`src/design/csfg_pkg.sv`:
```
// shared types, widths and codes for the core scalability frequency governor
// no dependencies; imported by the interfaces and every module of the block
package csfg_pkg;

  localparam int CORE_W = 6;
  localparam int CNT_W  = 64;
  localparam int HALF_W = 32;
  localparam int FREQ_W = 14;
  localparam int TH_W   = 11;
  localparam int STEP_W = 10;
  localparam int REQ_W  = FREQ_W + 2;
  localparam int CIDX_W = 3;

  typedef enum logic [CIDX_W-1:0] {
    CFG_LOW_TH  = 3'd0,
    CFG_HIGH_TH = 3'd1,
    CFG_START   = 3'd2,
    CFG_MAX     = 3'd3,
    CFG_MIN     = 3'd4,
    CFG_STEP    = 3'd5
  } cfg_idx_t;

  typedef enum logic [1:0] {
    DEC_HOLD  = 2'd0,
    DEC_DOWN  = 2'd1,
    DEC_UP    = 2'd2,
    DEC_UNDEF = 2'd3
  } dec_t;

  typedef struct packed {
    logic [TH_W-1:0]   low_th;
    logic [TH_W-1:0]   high_th;
    logic [FREQ_W-1:0] boot_freq;
    logic [FREQ_W-1:0] max_freq;
    logic [FREQ_W-1:0] min_freq;
    logic [STEP_W-1:0] step;
  } cfg_t;

  typedef struct packed {
    logic [FREQ_W-1:0] act;
    logic              chg;
  } cand_t;

  // max clamp checked first, so crossed limits resolve to max when above it
  function automatic logic [FREQ_W-1:0] clamp_req(logic signed [REQ_W-1:0] req,
                                                  logic [FREQ_W-1:0] lo,
                                                  logic [FREQ_W-1:0] hi);
    logic [FREQ_W-1:0] res;
    if (req > $signed({2'b00, hi})) begin
      res = hi;
    end else if (req < $signed({2'b00, lo})) begin
      res = lo;
    end else begin
      res = req[FREQ_W-1:0];
    end
    return res;
  endfunction

  function automatic cand_t make_cand(logic signed [REQ_W-1:0] req,
                                      logic [FREQ_W-1:0] curr,
                                      cfg_t c);
    cand_t r;
    r.act = clamp_req(req, c.min_freq, c.max_freq);
    r.chg = (r.act != curr);
    return r;
  endfunction

endpackage

```
`src/design/csfg_intf.sv`:
```


interface csfg_cfg_if;
  import csfg_pkg::*;
  logic              valid;
  logic              ready;
  logic [CIDX_W-1:0] wr_index;
  logic [FREQ_W-1:0] wr_data;
  modport source(output valid, wr_index, wr_data, input ready);
  modport sink(input valid, wr_index, wr_data, output ready);
endinterface

```
`src/design/csfg_cfg_regs.sv`:
```
// configuration register file of the governor, always ready for writes
// depends on csfg_pkg and csfg_cfg_if
module csfg_cfg_regs (
  input  logic            clk,
  input  logic            rst_n,
  csfg_cfg_if.sink        cfg,
  output csfg_pkg::cfg_t  cfg_o
);
  import csfg_pkg::*;

  cfg_t cfg_r;

  assign cfg.ready = 1'b1;
  assign cfg_o     = cfg_r;

  always_ff @(posedge clk) begin
    if (!rst_n) begin
      cfg_r.low_th    <= TH_W'(819);
      cfg_r.high_th   <= TH_W'(922);
      cfg_r.boot_freq <= FREQ_W'(2000);
      cfg_r.max_freq  <= FREQ_W'(2800);
      cfg_r.min_freq  <= FREQ_W'(1000);
      cfg_r.step      <= STEP_W'(100);
    end else if (cfg.valid && cfg.ready) begin
      case (cfg.wr_index)
        CFG_LOW_TH:  cfg_r.low_th    <= cfg.wr_data[TH_W-1:0];
        CFG_HIGH_TH: cfg_r.high_th   <= cfg.wr_data[TH_W-1:0];
        CFG_START:   cfg_r.boot_freq <= cfg.wr_data;
        CFG_MAX:     cfg_r.max_freq  <= cfg.wr_data;
        CFG_MIN:     cfg_r.min_freq  <= cfg.wr_data;
        CFG_STEP:    cfg_r.step      <= cfg.wr_data[STEP_W-1:0];
        default: ;
      endcase
    end
  end

endmodule

```
`src/flat_wrapper.sv`:
```
// flat-port wrapper written by rule: the top's interface ports become plain ports
module csfg_cfg_regs_flat import csfg_pkg::*;
  (clk, rst_n, cfg_o, cfg_valid, cfg_wr_index, cfg_wr_data, cfg_ready);
  csfg_cfg_if cfg_i ();
  input  logic clk;
  input  logic rst_n;
  output csfg_pkg::cfg_t cfg_o;
  input wire logic [$bits(cfg_i.valid)-1:0] cfg_valid;
  input wire logic [$bits(cfg_i.wr_index)-1:0] cfg_wr_index;
  input wire logic [$bits(cfg_i.wr_data)-1:0] cfg_wr_data;
  output wire logic [$bits(cfg_i.ready)-1:0] cfg_ready;
  assign cfg_i.valid = cfg_valid;
  assign cfg_i.wr_index = cfg_wr_index;
  assign cfg_i.wr_data = cfg_wr_data;
  assign cfg_ready = cfg_i.ready;
  csfg_cfg_regs u_core (.clk(clk), .rst_n(rst_n), .cfg(cfg_i), .cfg_o(cfg_o));
endmodule
```
`config.mk`:
```
export PLATFORM = sky130hd
export DESIGN_NAME = csfg_cfg_regs_flat
export DESIGN_NICKNAME = d
export VERILOG_FILES = /design/src/design/csfg_pkg.sv /design/src/design/csfg_intf.sv /design/src/design/csfg_cfg_regs.sv /design/src/flat_wrapper.sv
export SDC_FILE = /design/constraint.sdc
export NUM_CORES = 1
export LEC_CHECK = 0
export BUFFER_PORTS_ARGS = -buffer_cell sky130_fd_sc_hd__buf_2
export CORE_ASPECT_RATIO = 1.1
export CORE_MARGIN = 3
export CORE_UTILIZATION = 50
export CTS_CLUSTER_DIAMETER = 120
export DETAILED_ROUTE_END_ITERATION = 10
export PLACE_DENSITY_LB_ADDON = 0.05
export SETUP_SLACK_MARGIN = 0.4
export SLEW_MARGIN = 15
export SYNTH_ARGS = -nofsm -noshare
export SYNTH_HDL_FRONTEND = slang
export SYNTH_SLANG_ARGS = --single-unit
```
`constraint.sdc`:
```
create_clock -name clk -period 3.2 [get_ports clk]
set_input_delay 0.16 -clock clk [delete_from_list [all_inputs] [get_ports clk]]
set_output_delay 0.16 -clock clk [all_outputs]
set_load 0.03 [all_outputs]
```
* Word level (Yosys, flattened, before mapping)
Cells that the tools add are included. Widths: inputs -> output; s select.
Word-level totals: memory bits (writable) 0, bits of input ports 20, memories 0, memory bits (read-only) 0, register bits 74, bits in latches 0
Operators by class: multiply operators 0, bitwise operators 0, reduce and logical (&&, ||, !) cells 7, muxes and demuxes 0, add/sub/neg operators 0, order comparisons 0, shift-type cells 0, equal/unequal tests 5, divide/modulo/power cells 0
Operators with widths (count):
- $reduce_and 2->1 | 6
- $eq 3x2->1 const B | 2
- $eq 3x3->1 const B | 2
- $eq 3x1->1 const B | 1
- $logic_not 3->1 | 1

* Logic depth before layout (Yosys ltp)
Gate-level depths: netlist of the first run.
depth after elaboration 2, depth in mapped cells 4, mapped depth without buffers 2

* Worst setup path after synthesis of the first run
OpenSTA, ideal clock, no wires.
path kind input -> register, start in cfg_wr_index[1], end reg u_core.cfg_r (netlist bit u_core.cfg_o[72]), stages 3, arrival time 1057 ps, setup slack 2013 ps, path buffers 1, path through or4b_1 > buf_2 > mux2i_1
Between the ends: word-level cells in the longest chain between the ends 2
Ends and longest elaborated chain:
- start, declared | line flat_wrapper.sv:9 | input wire logic [$bits(cfg_i.wr_index)-1:0] cfg_wr_index;
- $logic_not 3->1 | line csfg_cfg_regs.sv:25 | case (cfg.wr_index)
- $reduce_and 2->1 (no line)
- end, declared | line csfg_cfg_regs.sv:11 | cfg_t cfg_r;
Every way passes these cells. A chain may end at the register's enable or synchronous reset.

* Worst setup path in the final report of the first run
start in cfg_wr_index[0], end reg u_core.cfg_r (netlist bit u_core.cfg_o[46])
Between the ends: word-level cells in the longest chain between the ends 2
Ends and longest elaborated chain (line):
- $eq 3x2->1 | csfg_cfg_regs.sv:25
- $reduce_and 2->1 (no line)
Every way passes these cells.

==> results of run 1 <==
## per-layer routing
layer  vias up  track usage [%]
met5         -                0
met4         0             8.90
met3        11             5.99
met2        69             34.0
met1      1043             26.0
li1       1084                -
## where the power goes
group,internal [mW],leakage (nW),switching [mW]
clock,0.458,0.109,0.336
sequential,0.941,0.600,0.0104
combinational,0.0605,1.09,0.111
total,1.46,1.80,0.458
## worst max-delay path: stages
cell	delay, ns
buf_2	0.15
nand4bb_1	0.86
mux2i_1	0.41
## kinds of logic (layout without fill, tap and decap cells)
group | count (synthesis) | count (layout) | synth area share (%)
buffers and inverters | 20 | 111 | 3.00
DFF | 74 | 74 | 51.4
muxes | 74 | 74 | 25.7
other | 1 | 1 | 0.130
and+or+nand+nor | 108 | 108 | 19.8
## cells in the mapped netlist
| cell | n | share of area (%) |
|---|---|---|
| nand4bb_1 | 2 | 0.78 |
| conb_1 | 1 | 0.13 |
| nand2_1 | 55 | 7.2 |
| nor4bb_1 | 1 | 0.35 |
| or4b_1 | 1 | 0.35 |
| clkbuf_1 | 11 | 1.4 |
| and4bb_1 | 1 | 0.43 |
| mux2i_1 | 74 | 26 |
| dfxtp_1 | 74 | 51 |
| buf_1 | 2 | 0.26 |
| nor2b_1 | 45 | 9.8 |
| and4b_1 | 1 | 0.35 |
| nand4b_1 | 2 | 0.61 |
| buf_4 | 1 | 0.26 |
| buf_2 | 6 | 1.0 |
## worst paths after layout
path,endpoint,start
setup / recovery,u_core.cfg_o[46]$_SDFFE_PN1P_,cfg_wr_index[0]
hold / removal,u_core.cfg_o[9]$_SDFFE_PN0P_,cfg_wr_data[9]
setup reg to reg,u_core.cfg_o[29]$_SDFFE_PN1P_,u_core.cfg_o[29]$_SDFFE_PN1P_
hold reg to reg,u_core.cfg_o[12]$_SDFFE_PN0P_,u_core.cfg_o[12]$_SDFFE_PN0P_
## cell usage in the layout (no fill, tap or decap)
| cell | netlist | final |
|---|---|---|
| buf_2 | 6 | 93 |
| mux2i_1 | 74 | 74 |
| dfxtp_1 | 74 | 74 |
| nand2_1 | 55 | 55 |
| nor2b_1 | 45 | 45 |
| clkbuf_8 | 0 | 10 |
| nand4b_1 | 2 | 2 |
| nand4bb_1 | 2 | 2 |
| bufinv_16 | 0 | 2 |
| clkinv_2 | 0 | 2 |
| nor4bb_4 | 0 | 1 |
| and4b_1 | 1 | 1 |
| and4bb_1 | 1 | 1 |
| or4b_1 | 1 | 1 |
| conb_1 | 1 | 1 |
| clkbuf_1 | 11 | 1 |
| clkinvlp_4 | 0 | 1 |
| buf_12 | 0 | 1 |
| buf_4 | 1 | 1 |
## final cells by class
class	count	area (um2)	area share [%]
Timing Repair Buffer	95	493	13.6
Clock inverter	5	77.6	2.14
Multi-Input combinational cell	183	1330	36.8
Clock buffer	11	141	3.91
Tap cell	75	93.8	2.59
Sequential cell	74	1480	41.0
## stage by stage
stage / area [um2] / worst slack (ns) / hold slack, ns / total power, mW
5_1_grt: 3620 / 1.74 / 0.0749 / 1.99
6_report: 3620 / 1.85 / 0.0800 / 1.92
2_1_floorplan: 2880 / 2.01 / 0.299 / 1.09
3_3_place_gp: 3400 / 1.57 / 0.435 / 1.14
4_1_cts: 3620 / 1.89 / 0.0718 / 1.93
3_5_place_dp: 3400 / 1.55 / 0.448 / 1.15
==> results_dict.tcl, run 1 <==
set metrics [dict create \
    finalHoldViolations 0 \
    crit_type "in -> reg" \
    cts_tree "done" \
    syn2layout_area_growth_pct 25.5 \
    finalWirelength_mm 6.66 \
    yosysSeqAreaShare_pct 51.4 \
    min-delay-path-class "in -> reg" \
    placed_cells 427 \
    wl_met2_mm 3.17 \
    timing.reg2reg.setup_slack_ns 2.53 \
    finalSetupViolCount 0 \
    drv.max_cap_violation_count 0 \
    clock-root-buffer "clkbuf_8" \
    rsz0062_at_grt "no" \
    layout.core_utilization_pct 66.2 \
    cp-end-kind "flip-flop" \
    synth_cell_type_count 15 \
    wl_met3_um 463 \
    initial_antenna_violation_count 0 \
    num_io_pins 95 \
    clock_transition_at_the_registers_of_the_reported_paths_ns 0.08 \
    period_minus_slack_ns 1.35 \
    gp_routability_congestion 0.759 \
    fillers 469 \
    fin_crit_sh_pct 42.1 \
    number_of_flip_flops_in_the_largest_register 74 \
    wl_met1_mm 2.92 \
    timing.critical_path.arrival_ns 1.59 \
    timing.hold.worst_path_depth 3 \
    die_width_um 78.4 \
    layout.cells.non_filler 443 \
    worst-endpoint-required_ns 3.44 \
    dpl_wire_length_mm 4.63 \
    grt_start_max_net_pins 55 \
    start_util_pct 52.7 \
    cellLeakagePower_nw 1.80 \
    rows 28 \
    post_detailed_route_wirelength_per_cell_um 15.0 \
    achievable-frequency_mhz 743 \
    maxUsedRoutingLayer "met4" \
    floorplan.die_area_um2 6710 \
    port_buffers 93 \
    layout_skew_ns 0 \
    die_height_um 85.6 \
    vdd_drop_max_v 0.000334 \
    critical_path.startpoint_type "input pin" \
    grt_first_pass_wirelength_mm 10.7 \
    htree_levels 3 \
    global_route.overflow_total 0 \
    detailroute.via_count 2207 \
    cts_post_setup_buffers_inserted 0 \
    design.final.nets 383 \
    post_cts_repair_resize_count 0 \
    antenna-diode-count 0 \
    drt_drc_violations_left 0 \
    status "complete, no violations" \
    design.core.area_um2 5470 \
    timing.critical_path.fanout_max 11 \
    mappedNetlistNets 297 \
    netlist_area_um2 2880 \
    reg2reg_depth 2 \
    grt_use_total_pct 20.9 \
    post_drt_via_cell_ratio 4.98 \
    ys_warn_count 0 \
    cts-hold-fix-buffers 0 \
    max-slew-margin-rel_pct 32.7 \
    synth_instances 277 \
    tritoncts.num_buffers 9 \
    worstMarginPinSlew_ns 1.00 \
    ctsLongestPathBuffers 2 \
    clock_sink_count 74 \
    clk_lat_worst_skew_ns 0.34 \
    ys_ff_latch 74 \
    maxSlewViolCount 0 \
    drtIter0Drc 86 \
    average_size_of_a_mapped_cell_um2 10.4 \
    timing.setup.tns_ns 0 \
    first_pass_iters 4 \
    final_layout_size_suffix_gt1_share_pct 30.2 \
    via_count_of_the_first_global_routing_pass 2140 \
    antenna_violating_nets_post_route 0 \
    pwr_density_cell_nw_per_um2 530 \
]
No activity file was read; power rests on OpenSTA's default activity.
==> run 2, diff against run 1 <==
--- a/config.mk
+++ b/config.mk
@@ -5,10 +5,11 @@
 export SDC_FILE = /design/constraint.sdc
 export NUM_CORES = 1
 export LEC_CHECK = 0
+export ABC_AREA = 1
 export BUFFER_PORTS_ARGS = -buffer_cell sky130_fd_sc_hd__buf_2
 export CORE_ASPECT_RATIO = 1.1
 export CORE_MARGIN = 3
-export CORE_UTILIZATION = 50
+export CORE_UTILIZATION = 45
 export CTS_CLUSTER_DIAMETER = 120
 export DETAILED_ROUTE_END_ITERATION = 10
 export PLACE_DENSITY_LB_ADDON = 0.05
==> constraint.sdc (replaced) <==
create_clock -name clk -period 1.1 [get_ports clk]
set_input_delay 0.055 -clock clk [delete_from_list [all_inputs] [get_ports clk]]
set_output_delay 0.055 -clock clk [all_outputs]
set_load 0.03 [all_outputs]
==> run 2 against run 1 <==
Compared with the run above:
- first-iteration DRC count is 110% higher
- combinational power rose to 6.0 times the previous value
- final cell count increased by 36%
- critical path type is now reg -> out
- critical endpoint is now cfg_o[63]
==> results_dict.tcl, run 2 <==
set metrics [dict create \
    status "complete, no violations" \
    fin_crit_sh_pct 79.9 \
    clock-root-buffer "clkbuf_8" \
    gp_routability_congestion 0.816 \
    floorplan.die_area_um2 7300 \
    power.share.clock_pct 35.9 \
    antenna-diode-count 0 \
    switching_power_mw 1.64 \
    layout_skew_ns 0 \
    crit_type "reg -> out" \
    cts_tree "done" \
    critical-path-max-stage-delay_ns 0.35 \
    global_route.overflow_total 0 \
    htree_levels 3 \
    start_util_pct 47.8 \
    port_buffers 93 \
    yosysTopAreaCellShare_pct 52.1 \
    finalWirelength_mm 9.52 \
    synth.cells.most_frequent "nand2_1 (119), nor2_1 (87), dfxtp_1 (74), nand3_1 (74), inv_1 (18)" \
    netlist_top_cells_area "dfxtp_1 (52%), nand2_1 (16%), nand3_1 (13%)" \
    layout.core_utilization_pct 78.0 \
    rows 29 \
    cellLeakagePower_nw 2.19 \
    crit_chain "buf_6" \
    power.combinational.fraction_pct 17.1 \
    antenna_violating_nets_post_route 0 \
    clock_transition_at_the_registers_of_the_reported_paths_ns 0.07 \
    yosysSeqAreaShare_pct 52.1 \
    post-layout-total-power_mw 6.08 \
    critical_path.startpoint_type "flip-flop" \
    grt_use_total_pct 26.0 \
    post_drt_via_cell_ratio 5.12 \
    finalHoldViolations 0 \
    ys_warn_count 0 \
    drt_drc_violations_left 0 \
    most_common_library_cell_in_the_layout_ignoring_fill_and_taps "nand2_1" \
    ctsLongestPathBuffers 2 \
    synth_enable_flop_cells 0 \
    num_io_pins 95 \
    synth_top_area_cell "dfxtp_1" \
    synth.most_common_cell "nand2_1" \
    dpl_wire_length_mm 5.54 \
    grt_start_max_net_pins 75 \
    slowest_stage "dfxtp_2" \
    synth_ff_type "dfxtp_1" \
    p_int_mw 4.44 \
    die_width_um 81.8 \
    grt_first_pass_wirelength_mm 14.3 \
    timing.critical_path.arrival_ns 0.82 \
    initial_antenna_violation_count 0 \
    die_height_um 89.3 \
    clk_lat_worst_skew_ns 0.34 \
    design.final.nets 540 \
    netSwitchingFraction_pct 27.0 \
    timing.critical_path.fanout_max 2 \
    post_detailed_route_wirelength_per_cell_um 15.8 \
    detailroute.via_count 3076 \
    drv.max_cap_violation_count 0 \
    maxSlewViolCount 0 \
    mappedNetlistNets 420 \
    design.core.area_um2 5950 \
    final_layout_size_suffix_gt1_share_pct 45.2 \
    worst-endpoint-required_ns 1.04 \
    synth_instances 400 \
    vdd_drop_max_v 0.00103 \
    share_seq_of_total_power_pct 47.1 \
    finalSetupViolCount 0 \
    drtIter0Drc 181 \
    syn2layout_area_growth_pct 63.3 \
    worst_path_dominant_cell_family "flip-flops" \
    clock_sink_count 74 \
    layout_common_cells "nand2_1 (108), nor2_1 (82), buf_6 (79)" \
    ys_ff_latch 74 \
    worstPathBufferInverterCount 1 \
    pwr_density_cell_nw_per_um2 1310 \
    synth_cell_type_count 14 \
    tritoncts.num_buffers 9 \
    achievable-frequency_mhz 1140 \
    via_count_of_the_first_global_routing_pass 2865 \
    average_size_of_a_mapped_cell_um2 7.10 \
    min-delay-path-class "in -> reg" \
    number_of_flip_flops_in_the_largest_register 74 \
    postSynth.asyncResetShare_pct 0 \
    netlist_area_um2 2840 \
    first_pass_iters 4 \
    rsz0062_at_grt "yes" \
    period_minus_slack_ns 0.879 \
    cp-end-kind "output pin" \
]
==> run 2: changes by cell type after synthesis, moves of 18 or more <==
| cell | change |
|---|---|
| nand2_1 | +64 |
| nor2b_1 | -45 |
| nand3_1 | +74 |
| mux2i_1 | -74 |
| inv_1 | +18 |
| nor2_1 | +87 |
==> run 2: layer usage <==
layer  track usage (%)  wire [um]  vias to the layer above
met4              12.2        258                        0
met5                 0          0                        -
met2              42.5       4840                      140
met1              32.8       3740                     1433
li1                  -          -                     1483
met3              5.14        694                       20
==> run 2: power groups by stage <==
stage / Combinational [mW] / Sequential, mW / Clock [mW]
floorplan: 0.331 / 3.08 / 0
global placement: 0.790 / 2.89 / 0
detailed placement: 0.798 / 2.89 / 0
CTS: 0.954 / 2.86 / 2.20
global route: 1.11 / 2.87 / 2.34
finish: 1.04 / 2.86 / 2.18
==> run 2: cell families (layout without fill, tap and decap cells) <==
| family | Yosys count | after routing | share of synthesized area [%] |
|---|---|---|---|
| simple gates | 285 | 285 | 41.3 |
| flops | 74 | 74 | 52.1 |
| buf+inv | 40 | 164 | 6.38 |
| other cells | 1 | 1 | 0.132 |
==> run 2: what timing repair did <==
action	4_1_cts	5_1_grt
setup endpoints to repair	127	138
hold buffers	8	0
buffers inserted	3	8
hold endpoints to repair	9	0
gates resized for setup	188	26
gates cloned	0	2
pin swaps	2	10
==> run 2: final timing paths <==
kind	from	end	slack, ns	depth (start not counted)
max reg2reg	u_core.cfg_o[45]$_SDFFE_PN1P_	u_core.cfg_o[45]$_SDFFE_PN1P_	0.40	3
max	u_core.cfg_o[63]$_SDFFE_PN1P_	cfg_o[63]	0.22	1
min reg2reg	u_core.cfg_o[6]$_SDFFE_PN1P_	u_core.cfg_o[6]$_SDFFE_PN1P_	0.47	2
min	cfg_wr_data[5]	u_core.cfg_o[15]$_SDFFE_PN1P_	0.02	3
==> run 2: final cells by class <==
class,count,area (um2)
sequential,74,1570
timing repair inverter,1,7.51
multi-input combinational,286,1290
timing repair buffer,128,1380
inverter,20,83.8
tap,77,96.3
fill,440,1310
clock inverter,2,35.0
clock buffer,13,169
==> run 2: tightest hold or removal path, cell delays in order <==
cell and delay (ns):
buf_2 0.15, nand2_1 0.07, nand3_1 0.05
==> run 2: metrics by stage <==
step           setup TNS (ns)  area [um2]  setup slack, ns  hold WS, ns  std cells
2_1_floorplan               0        2980            0.388        0.168        400
4_1_cts                     0        4420            0.210      0.00417        591
5_1_grt                     0        4640            0.190       0.0288        601
3_3_place_gp            -1.15        3580          -0.0620        0.274        565
3_5_place_dp            -1.41        3580           -0.104        0.282        565
6_report                    0        4640            0.221       0.0170        601
